$ cat src/rtl/wpdt_pkg.sv
// Package with the shared types and constants of the wheel pulse distance timer.
`timescale 1ns / 1ps

package wpdt_pkg;

  // Register indexes on the configuration port (byte address / 4).
  localparam logic [1:0] REG_PPM     = 2'd0;
  localparam logic [1:0] REG_TARGET  = 2'd1;
  localparam logic [1:0] REG_CMAX    = 2'd2;
  localparam logic [1:0] REG_RESTART = 2'd3;

  // Register reset values.
  localparam logic [7:0]  PPM_RST     = 8'd45;
  localparam logic [11:0] TARGET_RST  = 12'd400;
  localparam logic [15:0] CMAX_RST    = 16'd4095;
  localparam logic [15:0] RESTART_RST = 16'd2048;

  // Input function codes.
  localparam logic FUNC_FRAME     = 1'b0;
  localparam logic FUNC_TRIP_CLR  = 1'b1;

  // The overshoot divider retires two quotient bits a cycle over a 64-bit dividend.
  localparam int DIV_STEPS = 32;
  localparam int DIV_CNT_W = $clog2(DIV_STEPS);

  // Sequencer states.
  typedef enum logic [2:0] {
    S_IDLE,
    S_DELTA,
    S_RUN,
    S_CHECK,
    S_MUL,
    S_ADD,
    S_DIV,
    S_FIN
  } wpdt_state_t;

endpackage

$ cat src/rtl/wheel_pulse_distance_timer_unit.sv
// Wheel pulse distance timer: pulse accumulation, run timing and overshoot interpolation.
//
//   channel  direction  handshake              payload
//   in_      input      in_valid / in_stall    func, raw_count, time_ms, measure_on
//   out_     output     out_valid / out_stall  pulse counts, change flags, run time
//   cfg      input      APB write/read         pulses_per_meter, target_meters,
//                                              counter_max, counter_restart
//
// A trip clear, zero count or first count passes through S_DELTA to S_FIN.
// A frame that does not finish a run goes S_DELTA, S_FIN (measurement off or run already
// done) or S_DELTA, S_RUN, S_CHECK, S_FIN, as does a frame that finishes a run on a zero
// or backward delta; one that finishes on a forward delta adds S_MUL, S_ADD and S_DIV,
// where the radix-4 divider works out the overshoot correction, before S_FIN.
// One word is in flight at a time; in_stall is high from acceptance until the result
// is loaded into the output register, and a stalled result holds the sequencer.
// Synchronous active-low reset clears all counts and the run state, loads config reset values.
`timescale 1ns / 1ps

module wheel_pulse_distance_timer_unit
  import wpdt_pkg::*;
(
  input  logic               clk,
  input  logic               rst_n,
  // Input channel
  input  logic               in_valid,
  output logic               in_stall,
  input  logic               in_func,
  input  logic [15:0]        in_raw_count,
  input  logic [31:0]        in_time_ms,
  input  logic               in_measure_on,
  // Result channel
  output logic               out_valid,
  input  logic               out_stall,
  output logic signed [31:0] out_total_pulses,
  output logic signed [31:0] out_trip_pulses,
  output logic               out_total_changed,
  output logic               out_distance_changed,
  output logic               out_run_done,
  output logic               out_run_done_now,
  output logic [31:0]        out_run_time_ms,
  // Configuration port
  input  logic               psel,
  input  logic               penable,
  input  logic               pwrite,
  input  logic [3:0]         paddr,
  input  logic [31:0]        pwdata,
  output logic [31:0]        prdata,
  output logic               pready
);

  // Configuration registers.
  logic [7:0]  ppm_r;
  logic [11:0] target_m_r;
  logic [15:0] cmax_r;
  logic [15:0] restart_r;

  // Captured input word.
  logic        func_r;
  logic [15:0] raw_r;
  logic [31:0] time_r;
  logic        meas_r;

  // Architectural state.
  logic [15:0] last_count_r, last_count_nxt;
  logic        count_seen_r, count_seen_nxt;
  logic [31:0] total_r, total_nxt;
  logic [31:0] trip_r, trip_nxt;
  logic [31:0] start_time_r, start_time_nxt;
  logic [31:0] start_trip_r, start_trip_nxt;
  logic        reached_r, reached_nxt;
  logic [31:0] result_r, result_nxt;
  logic [31:0] prev_time_r, prev_time_nxt;

  // Working registers of the sequencer.
  wpdt_state_t          state_r, state_nxt;
  logic [15:0]          delta_r, delta_nxt;
  logic                 tchg_r, tchg_nxt;
  logic                 dchg_r, dchg_nxt;
  logic                 done_now_r, done_now_nxt;
  logic [31:0]          ftime_r, ftime_nxt;
  logic [31:0]          trav_r, trav_nxt;
  logic [31:0]          elapsed_r, elapsed_nxt;
  logic [19:0]          target_r, target_nxt;
  logic [31:0]          over_r, over_nxt;
  logic [63:0]          num_r, num_nxt;
  logic [15:0]          rem_r, rem_nxt;
  logic [DIV_CNT_W-1:0] div_cnt_r, div_cnt_nxt;

  // Output register.
  logic        out_valid_r, out_valid_nxt;
  logic [31:0] o_total_r, o_total_nxt;
  logic [31:0] o_trip_r, o_trip_nxt;
  logic        o_tchg_r, o_tchg_nxt;
  logic        o_dchg_r, o_dchg_nxt;
  logic        o_done_r, o_done_nxt;
  logic        o_done_now_r, o_done_now_nxt;
  logic [31:0] o_time_r, o_time_nxt;

  // Combinational helpers.
  logic        in_acc;
  logic        cfg_wr;
  logic [7:0]  ppm_eff;
  logic [15:0] d16;
  logic        dneg;
  logic [15:0] dmag;
  logic [31:0] dext;
  logic [20:0] dmag20;
  logic [31:0] trip_new;
  logic        hit;
  logic [14:0] dv;
  logic [16:0] r1, r1s, r2, r2s;
  logic        q1, q2;
  logic        corr_big;
  logic [31:0] new_result;
  logic        out_free;

  assign in_acc   = in_valid && !in_stall;
  assign cfg_wr   = psel && penable && pwrite && pready;
  assign pready   = 1'b1;
  assign in_stall = (state_r != S_IDLE);
  assign ppm_eff  = (ppm_r == 8'd0) ? 8'd1 : ppm_r;
  assign out_free = !out_valid_r || !out_stall;

  // Register read-back.
  always_comb begin
    unique case (paddr[3:2])
      REG_PPM:     prdata = {24'd0, ppm_r};
      REG_TARGET:  prdata = {20'd0, target_m_r};
      REG_CMAX:    prdata = {16'd0, cmax_r};
      REG_RESTART: prdata = {16'd0, restart_r};
      default:     prdata = 32'd0;
    endcase
  end

  // Pulse delta with the counter wrap rule, and its magnitude test.
  always_comb begin
    if (raw_r >= last_count_r) begin
      d16 = raw_r - last_count_r;
    end else begin
      d16 = cmax_r - last_count_r + 16'd1 + raw_r - restart_r;
    end
    dneg     = d16[15];
    dmag     = dneg ? (16'd0 - d16) : d16;
    dext     = {{16{d16[15]}}, d16};
    dmag20   = {5'd0, dmag} * 21'd20;
    trip_new = trip_r + dext;
  end

  // Target test on the travelled pulse count.
  assign hit = !trav_r[31] && (trav_r >= {12'd0, target_r}) && (start_time_r != 32'd0);

  // One radix-4 restoring step of the overshoot divider.
  always_comb begin
    dv  = delta_r[14:0];
    r1  = {rem_r, num_r[63]};
    q1  = (r1 >= {2'd0, dv});
    r1s = q1 ? (r1 - {2'd0, dv}) : r1;
    r2  = {r1s[15:0], num_r[62]};
    q2  = (r2 >= {2'd0, dv});
    r2s = q2 ? (r2 - {2'd0, dv}) : r2;
  end

  // Elapsed time less the correction, saturated at zero.
  assign corr_big   = (num_r[63:32] != 32'd0) || (num_r[31:0] >= elapsed_r);
  assign new_result = corr_big ? 32'd0 : (elapsed_r - num_r[31:0]);

  // Sequencer: next state, state updates and result loading.
  always_comb begin
    state_nxt      = state_r;
    last_count_nxt = last_count_r;
    count_seen_nxt = count_seen_r;
    total_nxt      = total_r;
    trip_nxt       = trip_r;
    start_time_nxt = start_time_r;
    start_trip_nxt = start_trip_r;
    reached_nxt    = reached_r;
    result_nxt     = result_r;
    prev_time_nxt  = prev_time_r;
    delta_nxt      = delta_r;
    tchg_nxt       = tchg_r;
    dchg_nxt       = dchg_r;
    done_now_nxt   = done_now_r;
    ftime_nxt      = ftime_r;
    trav_nxt       = trav_r;
    elapsed_nxt    = elapsed_r;
    target_nxt     = target_r;
    over_nxt       = over_r;
    num_nxt        = num_r;
    rem_nxt        = rem_r;
    div_cnt_nxt    = div_cnt_r;
    out_valid_nxt  = out_valid_r && out_stall;
    o_total_nxt    = o_total_r;
    o_trip_nxt     = o_trip_r;
    o_tchg_nxt     = o_tchg_r;
    o_dchg_nxt     = o_dchg_r;
    o_done_nxt     = o_done_r;
    o_done_now_nxt = o_done_now_r;
    o_time_nxt     = o_time_r;

    unique case (state_r)
      S_IDLE: begin
        if (in_acc) begin
          tchg_nxt     = 1'b0;
          dchg_nxt     = 1'b0;
          done_now_nxt = 1'b0;
          state_nxt    = S_DELTA;
        end
      end

      // Classify the word and apply the delta to the counts.
      S_DELTA: begin
        state_nxt = S_FIN;
        if (func_r == FUNC_TRIP_CLR) begin
          trip_nxt = 32'd0;
        end else if (raw_r == 16'd0) begin
          last_count_nxt = 16'd0;
        end else if (!count_seen_r) begin
          last_count_nxt = raw_r;
          count_seen_nxt = 1'b1;
        end else begin
          delta_nxt      = d16;
          total_nxt      = total_r + dext;
          trip_nxt       = trip_new;
          last_count_nxt = raw_r;
          tchg_nxt       = (d16 != 16'd0);
          dchg_nxt       = (dmag20 >= {13'd0, ppm_eff});
          if (!meas_r) begin
            start_time_nxt = 32'd0;
            start_trip_nxt = 32'd0;
            reached_nxt    = 1'b0;
            result_nxt     = 32'd0;
            prev_time_nxt  = 32'd0;
          end else begin
            prev_time_nxt = time_r;
            if (!reached_r) begin
              ftime_nxt = (prev_time_r == 32'd0) ? 32'd0 : (time_r - prev_time_r);
              if ((start_time_r == 32'd0) && !dneg && (d16 != 16'd0)) begin
                start_time_nxt = time_r;
                start_trip_nxt = trip_r;
              end
              state_nxt = S_RUN;
            end
          end
        end
      end

      // Distance travelled in this run, elapsed time and pulse target.
      S_RUN: begin
        trav_nxt    = trip_r - start_trip_r;
        elapsed_nxt = time_r - start_time_r;
        target_nxt  = {8'd0, target_m_r} * {12'd0, ppm_eff};
        state_nxt   = S_CHECK;
      end

      // Target reached: correct only when the last delta was positive.
      S_CHECK: begin
        state_nxt = S_FIN;
        if (hit) begin
          reached_nxt  = 1'b1;
          done_now_nxt = 1'b1;
          over_nxt     = trav_r - {12'd0, target_r};
          num_nxt      = 64'd0;
          if (!delta_r[15] && (delta_r != 16'd0)) begin
            state_nxt = S_MUL;
          end
        end
      end

      // Overshoot times frame time.
      S_MUL: begin
        num_nxt   = {32'd0, over_r} * {32'd0, ftime_r};
        state_nxt = S_ADD;
      end

      // Add half the delta for round-to-nearest, then start the divider.
      S_ADD: begin
        num_nxt     = num_r + {49'd0, delta_r[15:1]};
        rem_nxt     = 16'd0;
        div_cnt_nxt = '0;
        state_nxt   = S_DIV;
      end

      // Two quotient bits a cycle; the quotient shifts into the dividend register.
      S_DIV: begin
        num_nxt     = {num_r[61:0], q1, q2};
        rem_nxt     = r2s[15:0];
        div_cnt_nxt = div_cnt_r + 1'b1;
        if (div_cnt_r == DIV_CNT_W'(DIV_STEPS - 1)) begin
          state_nxt = S_FIN;
        end
      end

      // Load the result word once the output register is free.
      S_FIN: begin
        if (out_free) begin
          if (done_now_r) begin
            result_nxt = new_result;
          end
          out_valid_nxt  = 1'b1;
          o_total_nxt    = total_r;
          o_trip_nxt     = trip_r;
          o_tchg_nxt     = tchg_r;
          o_dchg_nxt     = dchg_r;
          o_done_nxt     = reached_r;
          o_done_now_nxt = done_now_r;
          o_time_nxt     = done_now_r ? new_result : result_r;
          state_nxt      = S_IDLE;
        end
      end

      default: state_nxt = S_IDLE;
    endcase
  end

  // Control and architectural state.
  always_ff @(posedge clk) begin
    if (!rst_n) begin
      state_r      <= S_IDLE;
      out_valid_r  <= 1'b0;
      ppm_r        <= PPM_RST;
      target_m_r   <= TARGET_RST;
      cmax_r       <= CMAX_RST;
      restart_r    <= RESTART_RST;
      last_count_r <= 16'd0;
      count_seen_r <= 1'b0;
      total_r      <= 32'd0;
      trip_r       <= 32'd0;
      start_time_r <= 32'd0;
      start_trip_r <= 32'd0;
      reached_r    <= 1'b0;
      result_r     <= 32'd0;
      prev_time_r  <= 32'd0;
    end else begin
      state_r      <= state_nxt;
      out_valid_r  <= out_valid_nxt;
      last_count_r <= last_count_nxt;
      count_seen_r <= count_seen_nxt;
      total_r      <= total_nxt;
      trip_r       <= trip_nxt;
      start_time_r <= start_time_nxt;
      start_trip_r <= start_trip_nxt;
      reached_r    <= reached_nxt;
      result_r     <= result_nxt;
      prev_time_r  <= prev_time_nxt;
      if (cfg_wr) begin
        unique case (paddr[3:2])
          REG_PPM:     ppm_r      <= pwdata[7:0];
          REG_TARGET:  target_m_r <= pwdata[11:0];
          REG_CMAX:    cmax_r     <= pwdata[15:0];
          REG_RESTART: restart_r  <= pwdata[15:0];
          default:     ppm_r      <= ppm_r;
        endcase
      end
    end
  end

  // Payload and working registers.
  always_ff @(posedge clk) begin
    if (in_acc) begin
      func_r <= in_func;
      raw_r  <= in_raw_count;
      time_r <= in_time_ms;
      meas_r <= in_measure_on;
    end
    delta_r      <= delta_nxt;
    tchg_r       <= tchg_nxt;
    dchg_r       <= dchg_nxt;
    done_now_r   <= done_now_nxt;
    ftime_r      <= ftime_nxt;
    trav_r       <= trav_nxt;
    elapsed_r    <= elapsed_nxt;
    target_r     <= target_nxt;
    over_r       <= over_nxt;
    num_r        <= num_nxt;
    rem_r        <= rem_nxt;
    div_cnt_r    <= div_cnt_nxt;
    o_total_r    <= o_total_nxt;
    o_trip_r     <= o_trip_nxt;
    o_tchg_r     <= o_tchg_nxt;
    o_dchg_r     <= o_dchg_nxt;
    o_done_r     <= o_done_nxt;
    o_done_now_r <= o_done_now_nxt;
    o_time_r     <= o_time_nxt;
  end

  // Result ports.
  assign out_valid            = out_valid_r;
  assign out_total_pulses     = o_total_r;
  assign out_trip_pulses      = o_trip_r;
  assign out_total_changed    = o_tchg_r;
  assign out_distance_changed = o_dchg_r;
  assign out_run_done         = o_done_r;
  assign out_run_done_now     = o_done_now_r;
  assign out_run_time_ms      = o_time_r;

`ifndef SYNTHESIS
  // A word that finishes a run also reports the run as done.
  a_done_now_implies_done: assert property (@(posedge clk) disable iff (!rst_n)
    (out_valid && out_run_done_now) |-> out_run_done)
    else $error("run_done_now without run_done");

  // The divider remainder stays below the divisor.
  a_rem_below_divisor: assert property (@(posedge clk) disable iff (!rst_n)
    (state_r == S_DIV) |-> (rem_r < {1'b0, delta_r[14:0]}))
    else $error("divider remainder not below divisor");

  // A finished run is cleared only by a frame with measurement off.
  a_reached_clear: assert property (@(posedge clk) disable iff (!rst_n)
    $fell(reached_r) |-> $past(state_r == S_DELTA && !meas_r))
    else $error("run state cleared outside a non-measuring frame");
`endif

endmodule
$ cat config.mk
export PLATFORM = sky130hd
export DESIGN_NAME = wheel_pulse_distance_timer_unit
export DESIGN_NICKNAME = d
export VERILOG_FILES = /design/src/rtl/wpdt_pkg.sv /design/src/rtl/wheel_pulse_distance_timer_unit.sv
export SDC_FILE = /design/constraint.sdc
export NUM_CORES = 2
export LEC_CHECK = 0
export ABC_AREA = 0
export BUFFER_PORTS_ARGS = -buffer_cell sky130_fd_sc_hd__buf_2
export CORE_MARGIN = 4
export CORE_UTILIZATION = 65
export DETAILED_ROUTE_END_ITERATION = 8
export GPL_TIMING_DRIVEN = 0
export MAX_ROUTING_LAYER = met4
export PLACE_DENSITY_LB_ADDON = 0.25
export SLEW_MARGIN = 5
export SYNTH_ARGS = -nofsm -noshare
export SYNTH_HDL_FRONTEND = slang
export SYNTH_SLANG_ARGS = --single-unit
$ cat constraint.sdc
create_clock -name clk -period 8.9 [get_ports clk]
set_input_delay 0 -clock clk [delete_from_list [all_inputs] [get_ports clk]]
set_output_delay 0 -clock clk [all_outputs]
set_load 0.02 [all_outputs]
==> Flow_metrics.wiki <==
{| class="wikitable"
! Metric !! Value
|-
| Top Metal Used || met4
|-
| Routed via count divided by cell count || 6.17
|-
| Post-Place Setup Slack || -0.729 ns
|-
| Leakage component of the power || 37.9 nW
|-
| Count leader, synth || sky130_fd_sc_hd__inv_1
|-
| Leading post-synthesis cells by cell area || sky130_fd_sc_hd__fa_1, sky130_fd_sc_hd__edfxtp_1, sky130_fd_sc_hd__ha_1
|-
| Metal1 wirelength || 93.4 mm
|-
| Vias || 64,300
|-
| TritonCTS clock tree || built
|-
| Reg2reg path depth || 24
|-
| PD cells || 158 nW/um^2
|-
| Total buffers and inverters traversed by the critical path || 3
|-
| Antenna violations before repair || 16
|-
| Category of the most critical setup path || register to register
|-
| Growth of design area from synthesis to finish || 8.92%
|-
| Kind of capture point of the worst setup path || register
|-
| Crit-path max FO || 10
|-
| Largest register FFs || 64
|-
| Maximum Capacitance Violations || 1
|-
| Number of warning messages in the yosys log || 0
|-
| Start point of the worst hold path || in_raw_count[8]
|-
| Data arrival time of the critical path || 9.01 ns
|-
| Remaining design rule violation count || 0
|-
| Total gr overflow || 0
|-
| Biggest register || num_r
|-
| Slew HR || -3.23%
|-
| Skew-Pair Late Insertion Delay || 0.64 ns
|-
| Total power after layout || 13.3 mW
|-
| Overall die area || 125,000 um^2
|-
| Clk buf depth || 3
|-
| Rows || 126
|-
| Number of port buffers || 190
|-
| Actual slew at the worst max-slew pin || 1.51 ns
|-
| Kind of cell adding the most delay to the critical path || adder cells
|-
| Core Box Area || 118,000 um^2
|-
| Maximum level of the CTS H-tree || 3
|-
| Count of final setup violators || 0
|-
| Max Clk Rate || 116 MHz
|-
| Effective utilization at floorplan || 65.6%
|-
| Vias in the first global route || 64,700
|-
| Slowest stage delay, CP || 0.61 ns
|-
| Yosys top cell area share || 25.7%
|-
| Post-synthesis instance area || 77,600 um^2
|-
| Hold path cells || 2
|-
| Most area-hungry cell type in the Yosys netlist || sky130_fd_sc_hd__fa_1
|-
| Cell Chain, Critical Path || clkbuf_2, nand2_1, fa_1, fa_1, fa_1, fa_1, inv_1, fa_1, fa_1, fa_1, fa_1, ha_1, clkbuf_1, a211oi_1, o21ai_0, a41oi_1, o21a_1, o31ai_1, o21ba_2, o21ai_0, and2_1, a21oi_1, xor2_1, o21ai_0
|-
| Proportion of synthesized flip-flops having asynchronous set or reset || 0%
|-
| Die Wd || 354 um
|-
| 1st-iter DRT viols || 6,731
|-
| Global-route wire length before repair || 387 mm
|-
| Crit. Startpoint || over_r[20]
|-
| Final period utilization || 97.2%
|-
| Post-detail-place hpwl || 205 mm
|-
| Net count reported at finish || 10,500
|-
| Number of flops mapped to enable cells by yosys || 402
|-
| Syn Area/Cell || 9.23 um^2
|-
| Number of library cell types mapped by synthesis || 93
|-
| Violations in the final reports || capacitance limit, slew limit
|-
| Portion of the post-synthesis area used by sequential elements || 22.4%
|-
| Routed Wire Length || 254 mm
|-
| DIE HEIGHT || 354 um
|-
| TritonCTS buffer count || 70
|-
| CP Depth || 24
|-
| Startpoint of the worst register-to-register path || over_r[20]
|-
| Max Slew Vio Count || 7
|-
| Top_reg_cell synth || sky130_fd_sc_hd__edfxtp_1
|-
| RePlAce Congestion || 1.07
|-
| Dominant cell type by count on the critical path || sky130_fd_sc_hd__fa_1
|-
| Metal3 WL || 25.8 mm
|-
| Met2 WL || 115 mm
|-
| Run status || finished, violations left
|-
| Worst Hold Class || primary input to register
|-
| Crit path launch type || register
|-
| Layout cells sized above 1 || 6.55%
|-
| Synth top cells by count || sky130_fd_sc_hd__inv_1, sky130_fd_sc_hd__fa_1, sky130_fd_sc_hd__nand2_1
|-
| Fill cell instance count of the final layout || 8,988
|-
| Detail Route Antenna Nets || 0
|-
| Final hold vios || 0
|-
| Final Skew || 0.0442 ns
|-
| Final worst slack || 0.247 ns
|-
| Post-Synthesis Cells || 8,404
|-
| Synthesized flop and latch total || 668
|-
| Root buffer cell || sky130_fd_sc_hd__clkbuf_16
|-
| Clock transition at the registers of the reported paths || 0.07 ns
|-
| Wire length per cell after detailed routing || 24.3 um
|-
| Required time of the critical path || 9.26 ns
|-
| IR drop worst, VDD || 0.168 mV
|-
| Boundary pin count || 228
|-
| Unrepaired setup endpoints after global routing || no
|-
| TritonRoute pass-1 iters || 6
|-
| Worst setup slack for register-to-register paths || 0.25 ns
|-
| Total number of clock tree sinks || 668
|-
| Minimum clock period || 8.65 ns
|-
| Maximum number of pins on one net before global-route repair || 66
|-
| Crit-path slowest cell || sky130_fd_sc_hd__edfxtp_1
|-
| Overall fraction of global-route tracks in use || 41.9%
|}
-- where the power goes --
group	leakage, nW	switching, mW	internal, mW	total [mW]
logic	30.8	4.05	2.58	6.64
clock network	1.14	1.33	1.72	3.05
registers	5.91	0.144	3.48	3.63
-- metrics by stage --
stage / std cells / cell area [um^2] / hold WS, ns / TNS, ns / utilization, %
after global placement: 10100 / 80500 / 0.177 / -92.87 / 68.1
after CTS: 10400 / 84200 / 0.0406 / 0 / 71.2
after detailed placement: 10200 / 80700 / 0.178 / -6.94 / 68.3
final: 10400 / 84500 / 0.0788 / 0 / 71.5
after global routing: 10400 / 84500 / 0.0734 / 0 / 71.5
after floorplan: 8419 / 77700 / 0.0989 / 0 / -
-- cell families after synthesis --
family                     share of synthesized area (%)
and+or+nand+nor                                     16.7
adders and majority gates                           35.8
muxes                                              0.803
AOI/OAI and AO/OA                                   11.7
other                                            0.00968
xor gates and xnor gates                            4.34
DFF                                                 22.4
buffers and inverters                               8.21
-- per-layer routing --
| layer | global-route usage, % | vias up |
|---|---|---|
| li1 | - | 28300 |
| met1 | 51.4 | 31600 |
| met2 | 64.5 | 3511 |
| met3 | 8.41 | 902 |
| met4 | 25.0 | 0 |
| met5 | - | - |
-- layout by cell type (no fill, tap or decap), drive strengths merged, types with 39 or more instances in the layout --
cell and instances:
ha 624, nand4 61, o21bai 49, edfxtp 402, a211oi 43, fa 998
buf 283, nor2 295, nand3 181, o211ai 39, xnor2 237, nor4 50
nand2b 45, and3 49, dlygate4sd3 70, o21ai 356, clkbuf 452, o22ai 42
nand2 959, a21o 135, and2 677, dfxtp 266, o21a 71, a22oi 60
inv 1273, a21boi 113, nor2b 107, nor3 81, xor2 148, a21oi 309
-- path summary, 6_finish.rpt --
path                        to
setup / recovery     num_r[61]
hold reg to reg   result_r[29]
setup reg to reg     num_r[61]
hold / removal        raw_r[8]
-- layout make-up --
class,instances,area (um^2),share of cell area [%]
Clock buffer,88,1910,2.26
Sequential cell,668,17400,20.6
Multi-Input combinational cell,6080,54000,63.9
Inverter,1265,4750,5.62
Clock inverter,39,425,0.503
Buffer,404,1780,2.10
Antenna cell,25,62.6,0.0740
Tap cell,1536,1920,2.27
Timing Repair Buffer,313,2300,2.72
-- what timing repair did --
item                                   in CTS  in global routing
gates cloned                                0                  0
pin swaps                                   0                  1
gates resized for setup                    73                120
buffers inserted                           24                 17
setup endpoints to repair                  20                 18
hold buffers                               70                  0
endpoints found under the hold margin     106                  0
Power figures use the tool's default switching activity.
